===== src/rtl/ias_pkg.sv =====
// Shared types and constants for the integer array sorter.
`timescale 1ns / 1ps
`default_nettype none

package ias_pkg;

    localparam int DATA_W       = 32;
    localparam int CAPACITY_DEF = 64;

    typedef enum logic {
        ST_LOAD,
        ST_DRAIN
    } t_state;

    // What one cell shows to its neighbors.
    typedef struct packed {
        logic signed [DATA_W-1:0] value;
        logic                     valid;
        logic                     gt;
    } t_cell_link;

    // Commands broadcast to every cell of the chain.
    typedef struct packed {
        logic insert;
        logic drain;
    } t_cell_ctrl;

endpackage

`default_nettype wire


===== src/rtl/ias_cell.sv =====
// One cell of the insertion chain: holds a single element and its valid bit.
`timescale 1ns / 1ps
`default_nettype none

module ias_cell (
    input  wire logic                                 i_clk,
    input  wire logic                                 i_rst_n,
    input  wire ias_pkg::t_cell_ctrl                  i_ctrl,
    input  wire logic signed [ias_pkg::DATA_W-1:0]    i_value,
    input  wire ias_pkg::t_cell_link                  i_left,
    input  wire ias_pkg::t_cell_link                  i_right,
    output ias_pkg::t_cell_link                       o_link
);

    logic signed [ias_pkg::DATA_W-1:0] r_value;
    logic                              r_valid;
    logic                              w_gt;
    logic                              w_take;

    // The cell moves right when the new value sorts before it, or it is
    // the first empty cell.
    assign w_gt   = r_valid && (r_value > i_value);
    assign w_take = w_gt || (!r_valid && i_left.valid);

    always_ff @(posedge i_clk) begin
        if (!i_rst_n) begin
            r_valid <= 1'b0;
        end else if (i_ctrl.drain) begin
            r_valid <= i_right.valid;
        end else if (i_ctrl.insert && w_take) begin
            r_valid <= 1'b1;
        end
    end

    always_ff @(posedge i_clk) begin
        if (i_ctrl.drain) begin
            r_value <= i_right.value;
        end else if (i_ctrl.insert && w_take) begin
            r_value <= i_left.gt ? i_left.value : i_value;
        end
    end

    assign o_link.value = r_value;
    assign o_link.valid = r_valid;
    assign o_link.gt    = w_gt;

endmodule

`default_nettype wire


===== config.mk =====
export PLATFORM = sky130hd
export DESIGN_NAME = ias_cell
export DESIGN_NICKNAME = d
export VERILOG_FILES = /design/src/rtl/ias_pkg.sv /design/src/rtl/ias_cell.sv
export SDC_FILE = /design/constraint.sdc
export NUM_CORES = 1
export LEC_CHECK = 0
export BUFFER_PORTS_ARGS = -buffer_cell sky130_fd_sc_hd__clkbuf_2
export CAP_MARGIN = 40
export CORE_ASPECT_RATIO = 1.5
export CORE_MARGIN = 1
export CORE_UTILIZATION = 49
export DETAILED_ROUTE_END_ITERATION = 10
export GPL_ROUTABILITY_DRIVEN = 0
export PLACE_DENSITY = 0.89
export SYNTH_ARGS = -nofsm -noshare
export SYNTH_HDL_FRONTEND = slang
export SYNTH_SLANG_ARGS = --single-unit

===== constraint.sdc =====
create_clock -name i_clk -period 6.25 [get_ports i_clk]
set_input_delay 0.3125 -clock i_clk [delete_from_list [all_inputs] [get_ports i_clk]]
set_output_delay 0.3125 -clock i_clk [all_outputs]
set_load 0.005 [all_outputs]

==> summary.md, run 1 <==
| Metric | Value |
|---|---|
| CTS buffer count | `5` |
| Worst min-delay path class | `in2reg` |
| Clock latency on the worst-skew pair | `~0.28 ns` |
| Worst-Margin Slew | `0.6105 ns` |
| Outcome | `finished, final reports clean` |
| All-layer global routing usage | `0.2369` |
| Sequential-to-total area share from yosys stat | `0.3854` |
| Biggest area contributors in the synthesized netlist | `sky130_fd_sc_hd__edfxtp_1, sky130_fd_sc_hd__ha_1, sky130_fd_sc_hd__mux2i_1` |
| Clock Pin Slew Worst Setup and Hold Paths | `0.07 ns` |
| Critical path required time | `around 6 ns` |
| Number of antenna repair diodes | `0` |
| Die W | `60.85 um` |
| Top fanout value on the critical path | `6` |
| Count of cells resized by post-cts repair | `0` |
| Highest achievable clock rate | `371.3 MHz` |
| Leakage dissipation | `1.803 nW` |
| Maximum resistive drop on vdd | `0.1418 mV` |
| Unrepaired setup endpoints after global routing | `false` |
| Placed Cells | `463` |
| Number of hold-repair buffers added at the cts stage | `0` |
| Via count | `between 2,000 and 2,500` |
| Worst path slowest cell | `sky130_fd_sc_hd__edfxtp_1` |
| Count of placed standard cells in the final layout, fillers left out | `471` |
| Max-capacitance violation count | `0` |
| Initial antenna violation count | `0` |
| Min-Delay Path Depth | `3` |
| Crit-path cells | `ha_1 > nand4_1 > nor2_1 > a22oi_1 > o211ai_1 > or3_1 > a21boi_1 > clkbuf_2` |
| Number of placement rows | `31` |
| Fin Setup TNS | `0 ns` |
| Minimum clock period | `2.693 ns` |
| Number of global-route vias before repair | `~2,500` |
| Reg2reg path depth | `7` |
| Largest area contributor in the netlist | `sky130_fd_sc_hd__edfxtp_1` |
| Die H | `90.27 um` |
| Residual overflow from global routing | `0` |
| Power dissipated by switching net loads | `between 0.15 and 0.2 mW` |
| Skew final | `0.01092 ns` |
| Mapped Cells | `271` |
| HPWL Detailed | `5290 um` |
| Detailed-routing iteration count for the pre-antenna-repair pass | `4` |
| Post-CTS setup repair buffer count | `0` |
| Final slew viol count | `0` |
| Fin nets | `540` |
| Antenna-violating nets left | `0` |
| TritonCTS clock tree | `built` |
| Area share of the largest cell type after synthesis | `0.3776` |
| First-pass GRT wire length | `9811 um` |
| Combinational fraction of design power | `0.297` |
| Pwr per Cell Area | `roughly 180 nW/um2` |
| Crit share post-route | `0.4309` |
| Data arrival, critical path | `about 2.4 ns` |
| Number of setup violations in the final report | `0` |
| Worst Path Class, Setup | `reg2out` |
| Nature of the critical path startpoint | `flip-flop` |
| Number of synthesized register bits | `33` |
| Synth Cell Area | `2545 um2` |
| Master cell of the clock root buffer | `sky130_fd_sc_hd__clkbuf_8` |
| # clock sinks | `33` |
| Vias per Instance | `5.180` |
| CTS H-tree depth | `2` |
| Proportion of layout cells with a drive suffix above 1 | `0.3704` |
| Wirelength per Cell | `about 13 um` |
| Sequential share of power | `0.459` |
| Largest net degree at the start of global routing | `37` |
| Delay of the slowest cell on the worst path | `0.40 ns` |
| Final hold violation count | `0` |
| Syn nets | `407` |
| Core Area | `just under 5000 um2` |
| Layout-stage area growth over the synthesis result | `33.28%` |
| Clock group share of total power | `0.244` |
| Number of buffers added on ports | `136` |
| Total length of routed wires | `slightly above 6000 um` |
| Cell variety after synth | `31` |
| DRC Markers | `0` |
| Synthesized area per cell | `9.391 um2` |
| Initial core utilization | `0.5166` |
| Number of top-level pins | `138` |
| Crit end category | `output pin` |
| Cell internal pwr | `about 0.44 mW` |
| Max transition margin | `0.5930` |
| Yosys warns | `0` |
| Maximum buffer depth of the clock tree | `2` |
| Die Outline Area | `5492 um2` |
| Initial drt markers | `62` |
| Switching part of the total | `0.2936` |
## cell type report
cell class | instances | area [um2]
Fill cell | 420 | 1534
Multi-Input combinational cell | 191 | 1376
Sequential cell | 33 | 980.9
Timing Repair Buffer | 139 | 743.2
Inverter | 34 | 127.6
Tap cell | 66 | 82.58
Clock buffer | 7 | 76.32
Clock inverter | 1 | 5.005
## per-stage QoR
stage,util,total power [mW],hold slack (ns),area [um2],worst slack [ns]
2_1_floorplan,-,0.3908,0.4508,2545,3.547
3_3_place_gp,0.6609,0.4654,0.4918,3256,3.751
3_5_place_dp,0.6721,0.4795,0.5025,3311,3.692
4_1_cts,0.6886,0.6330,0.2481,3392,3.527
5_1_grt,0.6886,0.6677,0.2596,3392,3.364
6_report,0.6886,0.6257,0.2590,3392,3.557
## worst paths after layout
check	from	endpoint	slack [ns]
setup / recovery	r_value[31]	o_link[0]	3.56
hold / removal	i_rst_n	r_valid	0.26
setup reg to reg	r_value[14]	r_value[6]	3.73
hold reg to reg	r_valid	r_valid	0.51
## worst max-delay path, delay by kind of cell, from the launching register on
kind / cells / cell delay, ns
AND/OR/NAND/NOR: 3 / 0.65
AO/OA/AOI/OAI: 3 / 0.54
flip-flops: 1 / 0.40
adder cells (fa/ha/maj): 1 / 0.36
buffers and inverters: 1 / 0.14
## registers in the layout, summed over array words and instances, names as in the netlist
name and count:
r_value 32, r_valid 1
## synth_stat cells (all sizes together)
cell type  number
buf             5
nand2          43
and3            1
a31oi           3
dfxtp           1
nor2            4
a22oi           1
a221oi          1
edfxtp         32
ha             32
a2111o          1
nor4            1
nand3b          1
a2bb2oi         1
mux2i          32
o21ai          38
or3             1
inv            34
o211ai          2
nand2b          1
a21oi          13
clkbuf          8
nor3            2
nand4           7
nand3           2
nor2b           1
a21boi          1
a211oi          2
## placed cells by master, fill, tap and decap left out, types with 2 or more instances in the layout
master / count
sky130_fd_sc_hd__a21oi_1: 13
sky130_fd_sc_hd__mux2i_1: 32
sky130_fd_sc_hd__clkbuf_2: 136
sky130_fd_sc_hd__nor3_1: 2
sky130_fd_sc_hd__o211ai_1: 2
sky130_fd_sc_hd__edfxtp_1: 32
sky130_fd_sc_hd__clkbuf_8: 5
sky130_fd_sc_hd__clkbuf_1: 2
sky130_fd_sc_hd__nand3_1: 2
sky130_fd_sc_hd__nor2_1: 4
sky130_fd_sc_hd__buf_16: 2
sky130_fd_sc_hd__a31oi_1: 3
sky130_fd_sc_hd__ha_1: 32
sky130_fd_sc_hd__nand4_1: 6
sky130_fd_sc_hd__nand2_1: 43
sky130_fd_sc_hd__inv_1: 34
sky130_fd_sc_hd__o21ai_0: 38
## logic make-up after synthesis
family,after synthesis,synth area share
compound gates,63,0.1411
fa+ha+maj,32,0.1573
buf+inv,47,0.07374
flops,33,0.3854
mux,32,0.1259
simple gates,64,0.1165
## power by group through the flow
| stage | clock (mW) | combinational (mW) | sequential, mW |
|---|---|---|---|
| floorplan | 0 | 0.0985 | 0.292 |
| global placement | 0 | 0.176 | 0.290 |
| detailed placement | 0 | 0.187 | 0.292 |
| CTS | 0.157 | 0.188 | 0.287 |
| global route | 0.166 | 0.212 | 0.289 |
| finish | 0.153 | 0.186 | 0.287 |
## layer usage
layer	share of wire	wire, um	GRT usage
met5	0	0	0
met4	0.043	269	0.1477
met3	0.040	247	0.04011
met2	0.55	3446	0.4359
met1	0.36	2270	0.2263
(Power assumes the default switching activity.)
==> run 2, diff against run 1 <==
CORE_UTILIZATION = 41   (was 49)
PLACE_DENSITY = 0.79   (was 0.89)
clock period = 2.2 ns   (was 6.25 ns; I/O delays follow)
==> summary.md, run 2 (synthesized netlist as in run 1, its figures left out) <==
| Metric | Value |
|---|---|
| Area occupied by registers | `980.9 um2` |
| Switching part of the total | `0.2988` |
| Top fanout value on the critical path | `19` |
| TritonCTS clock tree | `built` |
| Worst reg2reg startpoint | `r_value[22]` |
| Data arrival, critical path | `2.45 ns` |
| Clock latency on the worst-skew pair | `0.28 ns` |
| Min-Delay Path Depth | `3` |
| Final hold slack | `0.05440 ns` |
| # clock sinks | `33` |
| Sequential share of power | `0.421` |
| Initial antenna violation count | `0` |
| Power dissipated by switching net loads | `roughly 0.58 mW` |
| Wirelength per Cell | `13.14 um` |
| Area of the multi-input gates | `roughly 1600 um2` |
| Fillcell total | `491` |
| Finished layout cell area | `3870 um2` |
| Layout-stage area growth over the synthesis result | `52.06%` |
| Leading registers by flop count | `r_value: 32 flops, r_valid: 1 flops` |
| Initial core utilization | `0.4304` |
| Maximum resistive drop on vdd | `0.4084 mV` |
| Logic depth of the worst setup path including buffers | `11` |
| Clock Pin Slew Worst Setup and Hold Paths | `~0.07 ns` |
| Detailed-routing wirelength on met1 | `about 2500 um` |
| Max transition margin | `0.5946` |
| Vias per Instance | `between 4 and 5` |
| Biggest register | `r_value` |
| Antenna-violating nets left | `0` |
| Leakage dissipation | `approximately 2.0 nW` |
| Master cell of the clock root buffer | `sky130_fd_sc_hd__clkbuf_8` |
| Total length of routed wires | `6726 um` |
| Maximum buffer depth of the clock tree | `2` |
| Delay-heaviest family, CP | `compound AO/OA/AOI/OAI gates` |
| Worst min-delay path class | `in2reg` |
| Highest Signal Layer | `met4` |
| Setup slack on the worst flop-to-flop path | `-0.22 ns` |
| Fin nets | `575` |
| Buffers plus inverters on the worst setup path | `4` |
| Number of setup violations in the final report | `33` |
| CTS buffer count | `5` |
| RR Endpoint | `r_value[14]` |
| Flip-flop count of the largest register after layout | `32` |
| Number of global-route vias before repair | `between 2,000 and 3,000` |
| Clock group share of total power | `0.227` |
| Combinational fraction of design power | `0.352` |
| Via count | `~2,600` |
| Crit-path cells | `ha_1 > nand4_1 > buf_4 > nor3_2 > a22oi_2 > o211ai_1 > buf_4 > buf_4 > a211oi_4 > nand2_4 > buf_12` |
| Number of antenna repair diodes | `0` |
| Number of placement rows | `34` |
| First-pass GRT wire length | `10,430 um` |
| Proportion of layout cells with a drive suffix above 1 | `0.4727` |
| All-layer global routing usage | `0.2087` |
| Skew final | `0.009702 ns` |
| CTS H-tree depth | `2` |
| Worst Path Class, Setup | `reg2reg` |
| DRC Markers | `0` |
| Nature of the critical path startpoint | `flip-flop` |
| Highest achievable clock rate | `413.9 MHz` |
| Worst Min Path Start | `i_rst_n` |
| Unrepaired setup endpoints after global routing | `true` |
| Worst path slowest cell | `sky130_fd_sc_hd__edfxtp_1` |
| Cell internal pwr | `about 1.4 mW` |
| Core Area | `5913 um2` |
| Pwr per Cell Area | `505.0 nW/um2` |
| Largest net degree at the start of global routing | `36` |
| Residual overflow from global routing | `0` |
| Post-route setup slack | `-0.2158 ns` |
| Delay of the slowest cell on the worst path | `0.39 ns` |
| Die H | `98.49 um` |
| Most frequent standard cell in the layout excluding fill and tap cells | `sky130_fd_sc_hd__clkbuf_2` |
| Cell Area, Placed | `about 3500 um2` |
| WL met2 | `3775 um` |
| Detail Route met3 WL | `between 300 and 400 um` |
| Number of top-level pins | `roughly 140` |
| Final Total Pwr | `1.954 mW` |
| Commonest non-fill, non-tap cells in the layout | `sky130_fd_sc_hd__clkbuf_2, sky130_fd_sc_hd__nand2_1, sky130_fd_sc_hd__o21ai_0, sky130_fd_sc_hd__buf_4, sky130_fd_sc_hd__inv_1` |
| Max-capacitance violation count | `0` |
| Number of buffers added on ports | `approximately 140` |
| Number of hold-repair buffers added at the cts stage | `0` |
| Critical path required time | `around 2.2 ns` |
| Most frequent cell on the critical path | `sky130_fd_sc_hd__buf_4` |
| Worst-Margin Slew | `0.6081 ns` |
| HPWL Detailed | `5298 um` |
| Initial drt markers | `98` |
| Die Outline Area | `about 6500 um2` |
| Final slew viol count | `0` |
| Detailed-routing iteration count for the pre-antenna-repair pass | `4` |
| Die W | `66.33 um` |
| Crit end category | `flip-flop` |
| Crit share post-route | `1.098` |
| Outcome | `complete, but fails checks` |
| Minimum clock period | `2.416 ns` |
| Hold EP | `r_valid` |
| Violated checks | `negative setup slack` |
| Final hold violation count | `0` |
| Reg2reg path depth | `11` |
==> run 2: cell count changes in the layout (fill, tap and decap cells not counted), moves of 3 or more <==
| cell | change |
|---|---|
| sky130_fd_sc_hd__buf_4 | +34 |
| sky130_fd_sc_hd__ha_4 | +11 |
| sky130_fd_sc_hd__buf_12 | +3 |
| sky130_fd_sc_hd__ha_1 | -11 |
==> run 2: layer usage <==
metal	GRT usage	vias to the layer above
li1	-	1303
met1	0.2151	1149
met3	0.03472	12
met2	0.3995	88
met5	0	-
met4	0.08347	0
==> run 2: final cells by class <==
| class | instances | area share |
|---|---|---|
| Multi-Input combinational cell | 191 | 0.4100 |
| Inverter | 34 | 0.03298 |
| Sequential cell | 33 | 0.2535 |
| Clock buffer | 7 | 0.01972 |
| Tap cell | 72 | 0.02328 |
| Timing Repair Buffer | 174 | 0.2593 |
| Clock inverter | 1 | 0.001293 |
==> run 2: worst max path at each step <==
stage | start | to
2_1_floorplan | r_value[14] | r_value[0]
3_3_place_gp | r_value[3] | r_value[14]
3_5_place_dp | r_value[9] | r_value[14]
4_1_cts | r_value[22] | o_link[0]
5_1_grt | r_value[29] | o_link[0]
6_report | r_value[22] | r_value[14]
==> run 2: repair_timing <==
action / 4_1_cts / 5_1_grt
cloned: 0 / 0
gates resized for setup: 9 / 13
hold endpoints to repair: 0 / 0
setup buffers: 9 / 6
pin swaps: 13 / 10
endpoints found under the setup margin: 33 / 33
==> run 2: tightest hold or removal path, stage by stage <==
cell	delay, ns
sky130_fd_sc_hd__clkbuf_2	0.07
sky130_fd_sc_hd__o21ai_0	0.06
sky130_fd_sc_hd__a31oi_1	0.04
==> run 2: metrics by stage <==
| stage | util | std cells | setup slack (ns) | setup TNS, ns |
|---|---|---|---|---|
| 4_1_cts | 0.6312 | 506 | -0.2127 | -6.501 |
| 3_5_place_dp | 0.5939 | 489 | -0.2117 | -6.647 |
| 2_1_floorplan | - | 271 | 0.006773 | 0 |
| 3_3_place_gp | 0.5939 | 489 | -0.1444 | -4.375 |
| 6_report | 0.6545 | 512 | -0.2158 | -6.610 |
| 5_1_grt | 0.6545 | 512 | -0.3375 | -10.39 |
==> run 2: power by group through the flow <==
stage	clock network, mW	logic, mW	registers, mW
after floorplan	0	0.292	0.831
after global placement	0	0.583	0.825
after detailed placement	0	0.602	0.829
after CTS	0.455	0.644	0.818
after global routing	0.487	0.772	0.829
final	0.443	0.688	0.823
==> run 3, diff against run 2 <==
GPL_ROUTABILITY_DRIVEN = unset   (was 0)
TNS_END_PERCENT = 20   (was unset)
==> summary.md, run 3 (synthesized netlist as in run 1, its figures left out) <==
| Metric | Value |
|---|---|
| Outcome | `complete, but fails checks` |
| Violated checks | `negative setup slack` |
| TritonCTS clock tree | `built` |
| Clock group share of total power | `0.227` |
| Power dissipated by switching net loads | `between 0.5 and 0.6 mW` |
| Switching part of the total | `0.2987` |
| Core Area | `5913 um2` |
| Number of setup violations in the final report | `33` |
| Area of the multi-input gates | `1587 um2` |
| # clock sinks | `33` |
| Number of buffers added on ports | `136` |
| First-pass GRT wire length | `10,430 um` |
| Initial core utilization | `0.4304` |
| Proportion of layout cells with a drive suffix above 1 | `0.4727` |
| Cell internal pwr | `1.371 mW` |
| Antenna-violating nets left | `0` |
| DRC Markers | `0` |
| Maximum buffer depth of the clock tree | `2` |
| Clock latency on the worst-skew pair | `about 0.28 ns` |
| Residual overflow from global routing | `0` |
| Die H | `98.49 um` |
| Nature of the critical path startpoint | `flip-flop` |
| HPWL Detailed | `5298 um` |
| Unrepaired setup endpoints after global routing | `true` |
| Max transition margin | `0.5946` |
| Leading registers by flop count | `r_value: 32 flops, r_valid: 1 flops` |
| CTS H-tree depth | `2` |
| Die W | `roughly 66 um` |
| Total length of routed wires | `6722 um` |
| All-layer global routing usage | `0.2087` |
| Pwr per Cell Area | `505.0 nW/um2` |
| Critical path required time | `roughly 2.2 ns` |
| Biggest register | `r_value` |
| Data arrival, critical path | `2.45 ns` |
| Crit share post-route | `1.098` |
| Initial drt markers | `125` |
| Max-capacitance violation count | `0` |
| Final slew viol count | `0` |
| Vias per Instance | `4.984` |
| Sequential share of power | `0.421` |
| Detailed-routing iteration count for the pre-antenna-repair pass | `4` |
| Worst Setup Slack post-DPL | `-0.2117 ns` |
| Die Outline Area | `roughly 6500 um2` |
| Routability Congestion | `0.7731` |
| Flip-flop count of the largest register after layout | `32` |
| Skew final | `0.009702 ns` |
| Wirelength per Cell | `13.13 um` |
| Top fanout value on the critical path | `19` |
| Highest achievable clock rate | `414.0 MHz` |
| Worst-Margin Slew | `around 0.61 ns` |
| Area occupied by registers | `980.9 um2` |
| Via count | `about 2,600` |
| Leakage dissipation | `1.977 nW` |
| Master cell of the clock root buffer | `sky130_fd_sc_hd__clkbuf_8` |
| Minimum clock period | `2.416 ns` |
| Final Total Pwr | `1.954 mW` |
| Number of antenna repair diodes | `0` |
| Final hold violation count | `0` |
| Layout-stage area growth over the synthesis result | `52.06%` |
| Commonest non-fill, non-tap cells in the layout | `sky130_fd_sc_hd__clkbuf_2, sky130_fd_sc_hd__nand2_1, sky130_fd_sc_hd__o21ai_0, sky130_fd_sc_hd__buf_4, sky130_fd_sc_hd__inv_1` |
| Number of top-level pins | `138` |
| Largest net degree at the start of global routing | `36` |
| Clock Pin Slew Worst Setup and Hold Paths | `0.07 ns` |
| Worst min-delay path class | `in2reg` |
| Initial antenna violation count | `0` |
| Crit end category | `flip-flop` |
| Worst Path Class, Setup | `reg2reg` |
| Most frequent standard cell in the layout excluding fill and tap cells | `sky130_fd_sc_hd__clkbuf_2` |
| Number of hold-repair buffers added at the cts stage | `0` |
| CTS buffer count | `5` |
| Number of placement rows | `34` |
| Maximum resistive drop on vdd | `0.4084 mV` |
| Fillcell total | `491` |
| Fin nets | `575` |
| Combinational fraction of design power | `0.352` |
| Number of global-route vias before repair | `about 2,500` |
| Post-route setup slack | `-0.2156 ns` |
[run 3: metrics by stage]
| step | hold WS [ns] | cells | setup TNS (ns) | util | area [um2] |
|---|---|---|---|---|---|
| 3_3_place_gp | 0.3474 | 489 | -4.375 | 0.5939 | 3512 |
| 2_1_floorplan | 0.2483 | 271 | 0 | - | 2591 |
| 6_report | 0.05456 | 512 | -6.604 | 0.6545 | 3870 |
| 5_1_grt | 0.09313 | 512 | -10.39 | 0.6545 | 3870 |
| 4_1_cts | 0.04720 | 506 | -6.501 | 0.6312 | 3732 |
| 3_5_place_dp | 0.3491 | 489 | -6.647 | 0.5939 | 3512 |
[run 3: power groups by stage]
stage / sequential (mW) / clock [mW] / combinational [mW]
floorplan: 0.831 / 0 / 0.292
global placement: 0.825 / 0 / 0.583
detailed placement: 0.829 / 0 / 0.602
CTS: 0.818 / 0.455 / 0.644
global route: 0.829 / 0.487 / 0.772
finish: 0.823 / 0.443 / 0.688
[run 3: repair_timing]
action / in CTS / in global routing
cloned: 0 / 0
buffers inserted: 9 / 6
pin swaps: 13 / 10
gates resized for setup: 9 / 13
setup endpoints to repair: 33 / 33
[run 3: worst max-delay path, cell delays in order (launching register included)]
cell and delay [ns]:
sky130_fd_sc_hd__edfxtp_1 0.39, sky130_fd_sc_hd__ha_1 0.30, sky130_fd_sc_hd__nand4_1 0.13, sky130_fd_sc_hd__buf_4 0.13, sky130_fd_sc_hd__nor3_2 0.04, sky130_fd_sc_hd__a22oi_2 0.21, sky130_fd_sc_hd__o211ai_1 0.14, sky130_fd_sc_hd__buf_4 0.17
sky130_fd_sc_hd__buf_4 0.14, sky130_fd_sc_hd__a211oi_4 0.27, sky130_fd_sc_hd__nand2_4 0.10, sky130_fd_sc_hd__buf_12 0.17
[run 3: worst paths after layout]
kind                            cells after the start        start           to  slack, ns
worst max register to register                     11  r_value[22]  r_value[14]      -0.22
worst min register to register                      2      r_valid      r_valid       0.52
worst min-delay path                                3      i_rst_n      r_valid       0.05
worst max-delay path                               11  r_value[22]  r_value[14]      -0.22
[run 3: routing by layer]
metal | vias to the layer above | wire (um) | GRT usage
met1 | 1149 | 2506 | 0.2151
met2 | 88 | 3771 | 0.3995
met5 | - | 0 | 0
met4 | 0 | 135 | 0.08347
li1 | 1303 | - | -
met3 | 12 | 309 | 0.03472
[run 3: area by class of cell]
type                       instances  share of cell area
sequential                        33              0.2535
inverter                          34             0.03298
timing repair buffer             174              0.2593
clock buffer                       7             0.01972
multi-input combinational        191              0.4100
clock inverter                     1            0.001293
tap                               72             0.02328
